[config.mk]
export PLATFORM = sky130hd
export DESIGN_NAME = ppd_fifo
export DESIGN_NICKNAME = d
export VERILOG_FILES = /design/src/sv/ppd_pkg.sv /design/src/sv/ppd_fifo.sv
export SDC_FILE = /design/constraint.sdc
export NUM_CORES = 1
export LEC_CHECK = 0
export BUFFER_PORTS_ARGS = -buffer_cell sky130_fd_sc_hd__buf_2
export CORE_ASPECT_RATIO = 1.25
export CORE_UTILIZATION = 37
export DETAILED_ROUTE_END_ITERATION = 8
export PLACE_DENSITY = 0.58
export SYNTH_ARGS = -nofsm -noshare
export SYNTH_HDL_FRONTEND = slang
export SYNTH_SLANG_ARGS = --single-unit
[constraint.sdc]
create_clock -name i_clk -period 6.2 [get_ports i_clk]
set_input_delay 0.31 -clock i_clk [delete_from_list [all_inputs] [get_ports i_clk]]
set_output_delay 0.31 -clock i_clk [all_outputs]
set_load 0.1 [all_outputs]
[src/sv/ppd_pkg.sv]
// Shared types and constants of the periodic pairwise distance block.
`timescale 1ns / 1ps
package ppd_pkg;

    localparam int CFG_IDX_W = 3;
    localparam int CFG_DATA_W = 31;

    localparam logic [CFG_IDX_W-1:0] CFG_PERIODIC_ON = 3'd0;
    localparam logic [CFG_IDX_W-1:0] CFG_SQUARED_OUT = 3'd1;
    localparam logic [CFG_IDX_W-1:0] CFG_BOX_X       = 3'd2;
    localparam logic [CFG_IDX_W-1:0] CFG_BOX_Y       = 3'd3;
    localparam logic [CFG_IDX_W-1:0] CFG_BOX_Z       = 3'd4;

    localparam logic [30:0] BOX_RESET = 31'd65536;

    typedef struct packed {
        logic               first_atom;
        logic signed [31:0] pos_x;
        logic signed [31:0] pos_y;
        logic signed [31:0] pos_z;
    } t_in_item;

    typedef struct packed {
        logic [5:0]  row_index;
        logic [5:0]  col_index;
        logic [63:0] distance;
        logic        row_last;
        logic        set_full;
    } t_out_item;

    typedef struct packed {
        logic        periodic_on;
        logic        squared_out;
        logic [30:0] box_x;
        logic [30:0] box_y;
        logic [30:0] box_z;
    } t_cfg;

    // Wrapped atom as it travels from front to back.
    typedef struct packed {
        logic               first_atom;
        logic signed [31:0] pos_x;
        logic signed [31:0] pos_y;
        logic signed [31:0] pos_z;
    } t_atom;

endpackage

[src/sv/ppd_fifo.sv]
// Two-entry queue of wrapped atoms between front and back.
`timescale 1ns / 1ps
module ppd_fifo import ppd_pkg::*; (
    input  logic  i_clk,
    input  logic  i_rst_n,
    input  logic  i_push,
    input  t_atom i_data,
    input  logic  i_pop,
    output t_atom o_data,
    output logic  o_full,
    output logic  o_empty
);

    t_atom      r_mem [2];
    logic       r_wp;
    logic       r_rp;
    logic [1:0] r_cnt;

    assign o_full  = (r_cnt == 2'd2);
    assign o_empty = (r_cnt == 2'd0);
    assign o_data  = r_mem[r_rp];

    always_ff @(posedge i_clk) begin
        if (i_push) begin
            r_mem[r_wp] <= i_data;
        end
    end

    always_ff @(posedge i_clk) begin
        if (!i_rst_n) begin
            r_wp  <= 1'b0;
            r_rp  <= 1'b0;
            r_cnt <= '0;
        end else begin
            if (i_push) begin
                r_wp <= !r_wp;
            end
            if (i_pop) begin
                r_rp <= !r_rp;
            end
            r_cnt <= r_cnt + 2'(i_push) - 2'(i_pop);
        end
    end

endmodule

==> impl_metrics.py <==
metrics = {
    "floorplan": {
        "die-area_sq_um": 20410,
        "dieWidth_microns": 128.0,
        "core_area_sq_um": 19470,
        "die_h_microns": 159.5,
        "start_util_pct": 37.71,
        "rows": 57,
        "pin_count": 200,
    },
    "placement": {
        "dp_hpwl_mm": 8.460,
        "portBuffers": 199,
        "gp_congestion": 0.7096,
        "dp.cells": 780,
    },
    "critical_path": {
        "critical-path-top-delay-family": "buffers and inverters",
        "timing.rr.start": "r_wp$_SDFFE_PN0P_",
        "crit_fanout": 53,
        "slowest_delay_ns": 0.79,
        "cp.required_ns": 5.89,
        "worstSetupEndpointType": "output port",
        "worstPathCellList": "buf_4, mux2_2, buf_2",
        "reg2reg_slack_ns": 4.07,
        "cp_num_buf_inv": 2,
        "cp_slowest_cell": "dfxtp_4",
        "worstSetupStartpointType": "register",
        "crit_type": "register to output port",
        "worstPathArrival_ns": 2.75,
    },
    "timing": {
        "hold-worst-slack_ns": 0.07631,
        "max_freq_mhz": 326.7,
        "finalHoldViolCount": 0,
        "relSlewSlack_pct": 45.55,
        "grt_setup_unrepaired": "false",
        "finalSetupViolations": 0,
        "skew_ns": 0.005912,
        "min_period_ns": 3.061,
        "drv_slew": 0,
        "final.setup.tns_ns": 0,
        "worst_pin_slew_ns": 0.8168,
        "period_share_pct": 49.36,
    },
    "synth": {
        "seq_area_frac_synth_pct": 80.71,
        "syn-num-nets": 426,
        "netlist_area_sq_um": 7342,
        "synth_cells": 323,
        "ys_types": 14,
        "syn_avg_cell_area_sq_um": 22.73,
        "ys_warn_count": 0,
        "synth_seq_cells": 199,
    },
    "worst_hold_path": {
        "min_path_type": "input port to register",
        "hp-start": "i_data[21]",
    },
    "routing": {
        "dr.pass1.iters": 4,
        "routed_wl_mm": 13.08,
        "drtIter0Drc": 126,
        "via_count": 3656,
        "avgRoutedWirePerCell_microns": 16.11,
        "drc_errors": 0,
        "final_antenna_net_count": 0,
        "via_per_inst": 4.502,
    },
    "global_routing": {
        "antenna_found_initial": 0,
        "grt_pass1_wl_mm": 20.21,
        "grt_overflow": 0,
        "first_global_vias": 3966,
        "gr-usage-all-layers_pct": 13.32,
        "grt_max_degree": 59,
    },
    "finish": {
        "areaGrowthSynthToFinish_pct": 25.03,
        "diodes": 0,
        "num-nets-final": 637,
        "mostFrequentLayoutCells": "199 x buf_2, 194 x edfxtp_1, 67 x mux2_2, 30 x mux2_4, 17 x clkbuf_16",
        "fin_util_pct": 47.15,
        "fin_cells": 812,
        "drive_gt1_share_pct": 60.69,
        "final_common_cell": "buf_2",
    },
    "clock_tree": {
        "numClockSinks": 199,
        "cts_setup_buffers": 0,
        "htree_levels": 4,
        "clk_pin_slew_worst_paths_ns": 0.07,
        "clk_latency_ns": 0.41,
        "cts_made_buffers": 17,
        "ctsHoldBuffers": 0,
        "root_buffer": "clkbuf_16",
        "cts_max_path_buffers": 2,
        "cts_tree": "yes",
        "cts_resized": 0,
    },
    "pwr": {
        "total_leakage_power_uw": 0.003474,
        "vdd_drop_max_v": 0.0002178,
        "power_density_nw_per_um2": 369.1,
    },
    "outcome": {
        "run_status": "completed",
    },
    "flow_run": {
        "maxCapViolations": 0,
    },
}
power by group:
part | leakage, uW | internal (uW) | switching, uW
clock network | 0.000260 | 557 | 474
logic | 0.00135 | 157 | 615
registers | 0.00186 | 1550 | 29.9
kinds of logic after synthesis:
family / after synthesis / share of synthesized area (%)
fa+ha+maj: 2 / 0.3408
flops: 199 / 80.71
buf+inv: 13 / 1.278
mux: 97 / 16.41
compound gates: 1 / 0.1023
xor+xnor: 2 / 0.4260
simple gates: 9 / 0.7326
cell type report:
type | count | area, sq um
Fill cell | 1693 | 10290
Clock inverter | 14 | 123.9
Timing Repair Buffer | 203 | 1026
Multi-Input combinational cell | 111 | 1333
Clock buffer | 18 | 429.2
Tap cell | 265 | 331.6
Inverter | 2 | 7.507
Sequential cell | 199 | 5929
layer usage:
layer	track usage [%]	wire length (microns)	up-vias
li1	-	-	1698
met3	5.410	945	16
met2	23.17	6917	130
met5	0	0	-
met4	5.294	210	0
met1	14.25	5005	1812
sequential cells by signal, summed over array words and instances (netlist names), named ones only:
name	flops
r_mem	194
r_cnt	2
r_rp	1
r_wp	1
cells in the mapped netlist:
library cell | number | share of area [%]
edfxtp_1 | 194 | 79
ha_1 | 2 | 0.34
buf_6 | 5 | 0.77
o21a_1 | 1 | 0.10
xor2_1 | 1 | 0.12
mux2_2 | 67 | 10
xnor3_1 | 1 | 0.31
nor2_1 | 1 | 0.051
and2_1 | 4 | 0.34
dfxtp_1 | 5 | 1.4
buf_2 | 6 | 0.41
inv_1 | 2 | 0.10
mux2_4 | 30 | 6.1
nor2b_1 | 4 | 0.34
through the flow:
stage | setup slack, ns | total power [uW] | cell area (sq um)
CTS | 3.030 | 3433 | 9180
global placement | 3.540 | 2386 | 8627
global route | 2.951 | 3504 | 9180
detailed placement | 3.502 | 2395 | 8627
finish | 3.139 | 3388 | 9180
floorplan | 1.021 | 2277 | 7342
worst reg2reg max path, cell delays in order, from the launching register on:
cell and delay, ns:
dfxtp_1 0.39, and2_4 0.55, buf_4 0.75
final timing paths:
path                                          endpoint  cells past startpoint
worst max-delay path                        o_data[96]                      3
worst min-delay path            r_mem[1][21]$_DFFE_PP_                      1
worst max register to register  r_mem[1][40]$_DFFE_PP_                      2
worst min register to register                register                      2
No activity file was read; power rests on OpenSTA's default activity.
