--- config.mk ---
export PLATFORM = sky130hd
export DESIGN_NAME = ppd_front
export DESIGN_NICKNAME = d
export VERILOG_FILES = /design/src/sv/ppd_pkg.sv /design/src/sv/ppd_front.sv
export SDC_FILE = /design/constraint.sdc
export NUM_CORES = 1
export LEC_CHECK = 0
export ABC_AREA = 0
export BUFFER_PORTS_ARGS = -buffer_cell sky130_fd_sc_hd__buf_2
export CELL_PAD_IN_SITES_DETAIL_PLACEMENT = 0
export CELL_PAD_IN_SITES_GLOBAL_PLACEMENT = 1
export CORE_UTILIZATION = 32
export DETAILED_ROUTE_END_ITERATION = 6
export PLACE_DENSITY_LB_ADDON = 0.1
export SLEW_MARGIN = 20
export SYNTH_ARGS = -nofsm -noshare
export SYNTH_HDL_FRONTEND = slang
export SYNTH_SLANG_ARGS = --single-unit
--- constraint.sdc ---
create_clock -name i_clk -period 6.71 [get_ports i_clk]
set_input_delay 1.342 -clock i_clk [delete_from_list [all_inputs] [get_ports i_clk]]
set_output_delay 1.342 -clock i_clk [all_outputs]
set_load 0.02 [all_outputs]
--- src/sv/ppd_pkg.sv ---
// Shared types and constants of the periodic pairwise distance block.
`timescale 1ns / 1ps
package ppd_pkg;

    localparam int CFG_IDX_W = 3;
    localparam int CFG_DATA_W = 31;

    localparam logic [CFG_IDX_W-1:0] CFG_PERIODIC_ON = 3'd0;
    localparam logic [CFG_IDX_W-1:0] CFG_SQUARED_OUT = 3'd1;
    localparam logic [CFG_IDX_W-1:0] CFG_BOX_X       = 3'd2;
    localparam logic [CFG_IDX_W-1:0] CFG_BOX_Y       = 3'd3;
    localparam logic [CFG_IDX_W-1:0] CFG_BOX_Z       = 3'd4;

    localparam logic [30:0] BOX_RESET = 31'd65536;

    typedef struct packed {
        logic               first_atom;
        logic signed [31:0] pos_x;
        logic signed [31:0] pos_y;
        logic signed [31:0] pos_z;
    } t_in_item;

    typedef struct packed {
        logic [5:0]  row_index;
        logic [5:0]  col_index;
        logic [63:0] distance;
        logic        row_last;
        logic        set_full;
    } t_out_item;

    typedef struct packed {
        logic        periodic_on;
        logic        squared_out;
        logic [30:0] box_x;
        logic [30:0] box_y;
        logic [30:0] box_z;
    } t_cfg;

    // Wrapped atom as it travels from front to back.
    typedef struct packed {
        logic               first_atom;
        logic signed [31:0] pos_x;
        logic signed [31:0] pos_y;
        logic signed [31:0] pos_z;
    } t_atom;

endpackage

--- src/sv/ppd_front.sv ---
// Front end: takes input words and wraps coordinates into the box.
`timescale 1ns / 1ps
module ppd_front import ppd_pkg::*; (
    input  logic     i_clk,
    input  logic     i_rst_n,
    input  t_cfg     i_cfg,
    input  logic     i_in_valid,
    output logic     o_in_stall,
    input  t_in_item i_in_item,
    input  logic     i_q_full,
    output logic     o_q_push,
    output t_atom    o_q_atom
);

    typedef enum logic [1:0] {F_IDLE, F_DIV, F_PUSH} t_fstate;

    t_fstate            r_state;
    logic               r_first;
    logic signed [31:0] r_raw [3];
    logic        [31:0] r_mag [3];
    logic        [30:0] r_rem [3];
    logic        [4:0]  r_cnt;

    logic        [30:0] w_box [3];
    logic signed [31:0] w_in  [3];
    logic        [30:0] n_rem [3];
    logic signed [31:0] w_res [3];
    logic        [31:0] w_t   [3];
    logic        [30:0] w_neg [3];

    assign w_box[0] = i_cfg.box_x;
    assign w_box[1] = i_cfg.box_y;
    assign w_box[2] = i_cfg.box_z;
    assign w_in[0]  = i_in_item.pos_x;
    assign w_in[1]  = i_in_item.pos_y;
    assign w_in[2]  = i_in_item.pos_z;

    // one restoring remainder step per axis per cycle on the magnitude
    always_comb begin
        for (int a = 0; a < 3; a++) begin
            w_t[a] = {r_rem[a], r_mag[a][31]};
            if (w_t[a] >= {1'b0, w_box[a]}) begin
                n_rem[a] = 31'(w_t[a] - {1'b0, w_box[a]});
            end else begin
                n_rem[a] = w_t[a][30:0];
            end
            w_neg[a] = w_box[a] - r_rem[a];
            if (!i_cfg.periodic_on || w_box[a] == '0) begin
                w_res[a] = r_raw[a];
            end else if (r_raw[a][31] && r_rem[a] != '0) begin
                w_res[a] = {1'b0, w_neg[a]};
            end else begin
                w_res[a] = {1'b0, r_rem[a]};
            end
        end
    end

    assign o_in_stall = (r_state != F_IDLE);
    assign o_q_push   = (r_state == F_PUSH) && !i_q_full;
    assign o_q_atom   = '{first_atom: r_first, pos_x: w_res[0], pos_y: w_res[1],
                          pos_z: w_res[2]};

    always_ff @(posedge i_clk) begin
        if (!i_rst_n) begin
            r_state <= F_IDLE;
            r_cnt   <= '0;
        end else begin
            unique case (r_state)
                F_IDLE: begin
                    if (i_in_valid) begin
                        r_first <= i_in_item.first_atom;
                        for (int a = 0; a < 3; a++) begin
                            r_raw[a] <= w_in[a];
                            r_mag[a] <= w_in[a][31] ? 32'(-w_in[a]) : w_in[a];
                            r_rem[a] <= '0;
                        end
                        r_cnt   <= '0;
                        r_state <= i_cfg.periodic_on ? F_DIV : F_PUSH;
                    end
                end
                F_DIV: begin
                    for (int a = 0; a < 3; a++) begin
                        r_rem[a] <= n_rem[a];
                        r_mag[a] <= {r_mag[a][30:0], 1'b0};
                    end
                    r_cnt <= r_cnt + 5'd1;
                    if (r_cnt == 5'd31) begin
                        r_state <= F_PUSH;
                    end
                end
                F_PUSH: begin
                    if (!i_q_full) begin
                        r_state <= F_IDLE;
                    end
                end
                default: r_state <= F_IDLE;
            endcase
        end
    end

endmodule

==> impl_metrics.toml <==
[cells_and_area]
multi_input_area_mm2 = 0.0148
final_common_cell = "sky130_fd_sc_hd__buf_2"
layout-drive-gt1-share = 0.129
post-route-util = 0.377
finalNetCount = 3546
mostFrequentLayoutCells = "293 x sky130_fd_sc_hd__buf_2, 286 x sky130_fd_sc_hd__nand2_1, 286 x sky130_fd_sc_hd__edfxtp_1"
seqCellArea_mm2 = 0.00873
nFillCells = 7889
synthToLayoutAreaGrowth_pct = 16.2

[clock_tree]
ctsRootBufferMaster = "sky130_fd_sc_hd__clkbuf_16"
cts_buffers = 41
cts_htree_levels = 2
cts.hold.buffers_added = 0
clock_sinks = 293
clockBufferDepth = 3
clk_latency_ns = 0.59
cts.reportedPaths.clkPinSlew_ns = 0.05
cts_tree = "done"

[worst_setup_path]
critical-path-top-delay-family = "compound AO/OA/AOI/OAI gates"
cp-startpoint = "i_cfg[0]"
critPathKind = "primary input to primary output"
timing.critical_path.buf_inv = 3
timing.critical_path.from_type = "primary input"
worstSetupEndpointType = "primary output"
critical_path_arrival_ns = 5.01
timing.reg2reg.setup_slack_ns = 2.45
worstPathMaxFanout = 4
critical_path.cell_chain = "buf_2 > inv_1 > ha_1 > fa_1 > nor2b_1 > o31ai_1 > a211oi_1 > o41ai_2 > o21ai_1 > a2111oi_1 > o31ai_1 > xnor2_1 > nor2_1 > xnor2_1 > o21ai_1 > buf_2"
worst_r2r_startpoint = "r_rem[0][1]$_SDFFCE_PN0P_"
crit_slowest_cell = "sky130_fd_sc_hd__a2111oi_1"
r2r_cells = 12
cp.required_ns = 5.37
r2r_end = "r_rem[0][25]$_SDFFCE_PN0P_"
worst_path_largest_cell_delay_ns = 0.54

[floorplanning]
core_area_mm2 = 0.0761
initial_core_util = 0.324
rows = 101
fp.dieArea_mm2 = 0.0782
fp.dieW_um = 280
top_level_ports = 295
vertical_die_dimension_um = 280

[routing]
ant_nets = 0
vias = 22200
drcViolationCount = 0
vias_per_cell = 5.26
firstDrtPassIters = 6
drt_wl_total_um = 83500
initialDrtViolationCount = 1274
final_routed_wire_length_divided_by_cell_count_um = 19.8

[pwr]
power_per_cell_area_mw_per_mm2 = 223
vdd_drop_max_mv = 0.174
total_leakage_power_nw = 12.1
p_total_mw = 6.40

[grt]
grt_pass1_wl_um = 126000
gr-usage-all-layers = 0.208
antenna_violations_before_repair = 13
first_global_vias = 21500
grt_remaining_overflow = 0
maximum_number_of_pins_on_one_net_before_global_route_repair = 103

[yosys]
cell_count_after_synthesis = 2899
syn-num-nets = 3289
netlist_area_before_placement_mm2 = 0.0247
asyncSetResetFlopFracSynth = 0
yosysSeqAreaShare = 0.354
postSynthRegisterBits = 293
synth_enable_flop_cells = 286
primary_flip_flop_cell_chosen_by_synthesis_mapping = "sky130_fd_sc_hd__edfxtp_1"
yosys_warnings = 0
syn_area_per_cell_um2 = 8.51
post_synth_num_cell_types = 77

[sta]
clock_skew_after_layout_ns = 0.0239
max_freq_mhz = 158
min_period_ns = 6.35
finalMaxSlewViolations = 0
final-setup-viol-count = 0
relSlewSlack = 0.300
setup-tns-final_ns = 0
rsz0062_at_grt = "no"
transition_time_of_the_tightest_slew_check_pin_ns = 1.05
timing.final.crit_share = 0.946
report.final.hold_viol_count = 0

[job]
max-cap-violations = 0

[placed_design]
numPortBuffers = 293
finalWeightedCongestion = 0.886
dp_hpwl_um = 65000

[worst_hold_path]
worstHoldStart = "r_mag[0][32]$_SDFFCE_PP0P_"
min_path_cells = 2
hold_path.class = "flop to flop"
min_delay_worst_endpoint = "r_mag[0][33]$_DFFE_PP_"

[outcome]
outcome = "completed"
[sequential cells by signal, summed over array words and instances, names as in the netlist]
name and flops:
r_raw 96, r_mag 96, r_first 1, r_rem 93
r_state 2, r_cnt 5
[synthesized netlist by cell type, types with 48 or more instances]
library cell / number / area share
sky130_fd_sc_hd__nor2_1: 270 / 0.041
sky130_fd_sc_hd__nor4_1: 52 / 0.013
sky130_fd_sc_hd__o21ai_1: 117 / 0.024
sky130_fd_sc_hd__clkbuf_1: 83 / 0.013
sky130_fd_sc_hd__mux2i_1: 48 / 0.019
sky130_fd_sc_hd__xnor2_1: 77 / 0.027
sky130_fd_sc_hd__a21o_1: 95 / 0.029
sky130_fd_sc_hd__a21oi_1: 245 / 0.050
sky130_fd_sc_hd__nand2_1: 287 / 0.044
sky130_fd_sc_hd__ha_1: 188 / 0.095
sky130_fd_sc_hd__nor2b_1: 55 / 0.014
sky130_fd_sc_hd__o21ai_0: 191 / 0.039
sky130_fd_sc_hd__nor3_1: 49 / 0.0099
sky130_fd_sc_hd__xor2_1: 149 / 0.053
sky130_fd_sc_hd__edfxtp_1: 286 / 0.35
sky130_fd_sc_hd__inv_1: 224 / 0.034
[cell type report]
| class | instances | share of cell area |
|---|---|---|
| Clock buffer | 46 | 0.0364 |
| Inverter | 226 | 0.0296 |
| Clock inverter | 26 | 0.0107 |
| Timing Repair Buffer | 315 | 0.0578 |
| Tap cell | 1030 | 0.0449 |
| Sequential cell | 293 | 0.304 |
| Multi-Input combinational cell | 2279 | 0.516 |
| Antenna cell | 4 | 0.000349 |
[worst reg2reg max path: cells and delay by family, from the launching register on]
| family | cells | cell delay (ns) |
|---|---|---|
| AOI/OAI and AO/OA | 6 | 1.56 |
| and+or+nand+nor | 3 | 0.87 |
| DFF | 1 | 0.50 |
| adders and majority gates | 1 | 0.39 |
| buffers and inverters | 1 | 0.38 |
| muxes | 1 | 0.25 |
[kinds of logic (layout without fill, tap and decap cells)]
group           after synthesis  count (layout)  share of synthesized area
mux                          51              51                     0.0208
compound gates              878             878                      0.216
flops                       293             293                      0.354
simple gates                930             930                      0.179
buf+inv                     327             613                     0.0505
xor+xnor                    226             226                     0.0802
fa+ha+maj                   194             194                      0.100
other cells                   0               4                          0
[per-layer routing]
| metal | global-route usage | up-vias | part of all wire |
|---|---|---|---|
| met2 | 0.342 | 459 | 0.47 |
| met3 | 0.0290 | 134 | 0.041 |
| li1 | - | 11000 | - |
| met5 | 0 | - | 0.00093 |
| met1 | 0.275 | 10600 | 0.45 |
| met4 | 0.0803 | 12 | 0.038 |
[through the flow]
stage / area [um^2] / worst slack, ns / cells / hold slack (ns)
after CTS: 28700 / 0.273 / 4215 / 0.527
after detailed placement: 27300 / 0.306 / 4143 / 0.510
after global placement: 27300 / 0.305 / 4143 / 0.503
after floorplan: 24700 / 1.02 / 2899 / 0.495
after global routing: 28700 / 0.0775 / 4218 / 0.546
final: 28700 / 0.362 / 4219 / 0.523
[how the worst max path moves through the flow]
| stage | to | slack, ns | depth (start not counted) |
|---|---|---|---|
| after floorplan | r_mag[0][0]$_SDFFCE_PP0P_ | 1.02 | 3 |
| final | o_q_atom[30] | 0.36 | 16 |
| after global routing | o_q_atom[30] | 0.08 | 16 |
| after detailed placement | o_q_atom[24] | 0.31 | 16 |
| after CTS | o_q_atom[24] | 0.27 | 16 |
| after global placement | o_q_atom[24] | 0.31 | 16 |
[report_power, final]
group          switching [mW]  total, mW  leakage (nW)  internal [mW]
clock network           0.917       2.24         0.647           1.32
registers              0.0972       2.27          2.76           2.17
logic                    1.18       1.89          8.65          0.715
[timing repair]
item | CTS | global route
hold endpoints to repair | 0 | 0
resized for setup | 0 | 2
setup buffers | 0 | 0
endpoints found under the setup margin | 0 | 2
(Power assumes the default switching activity.)
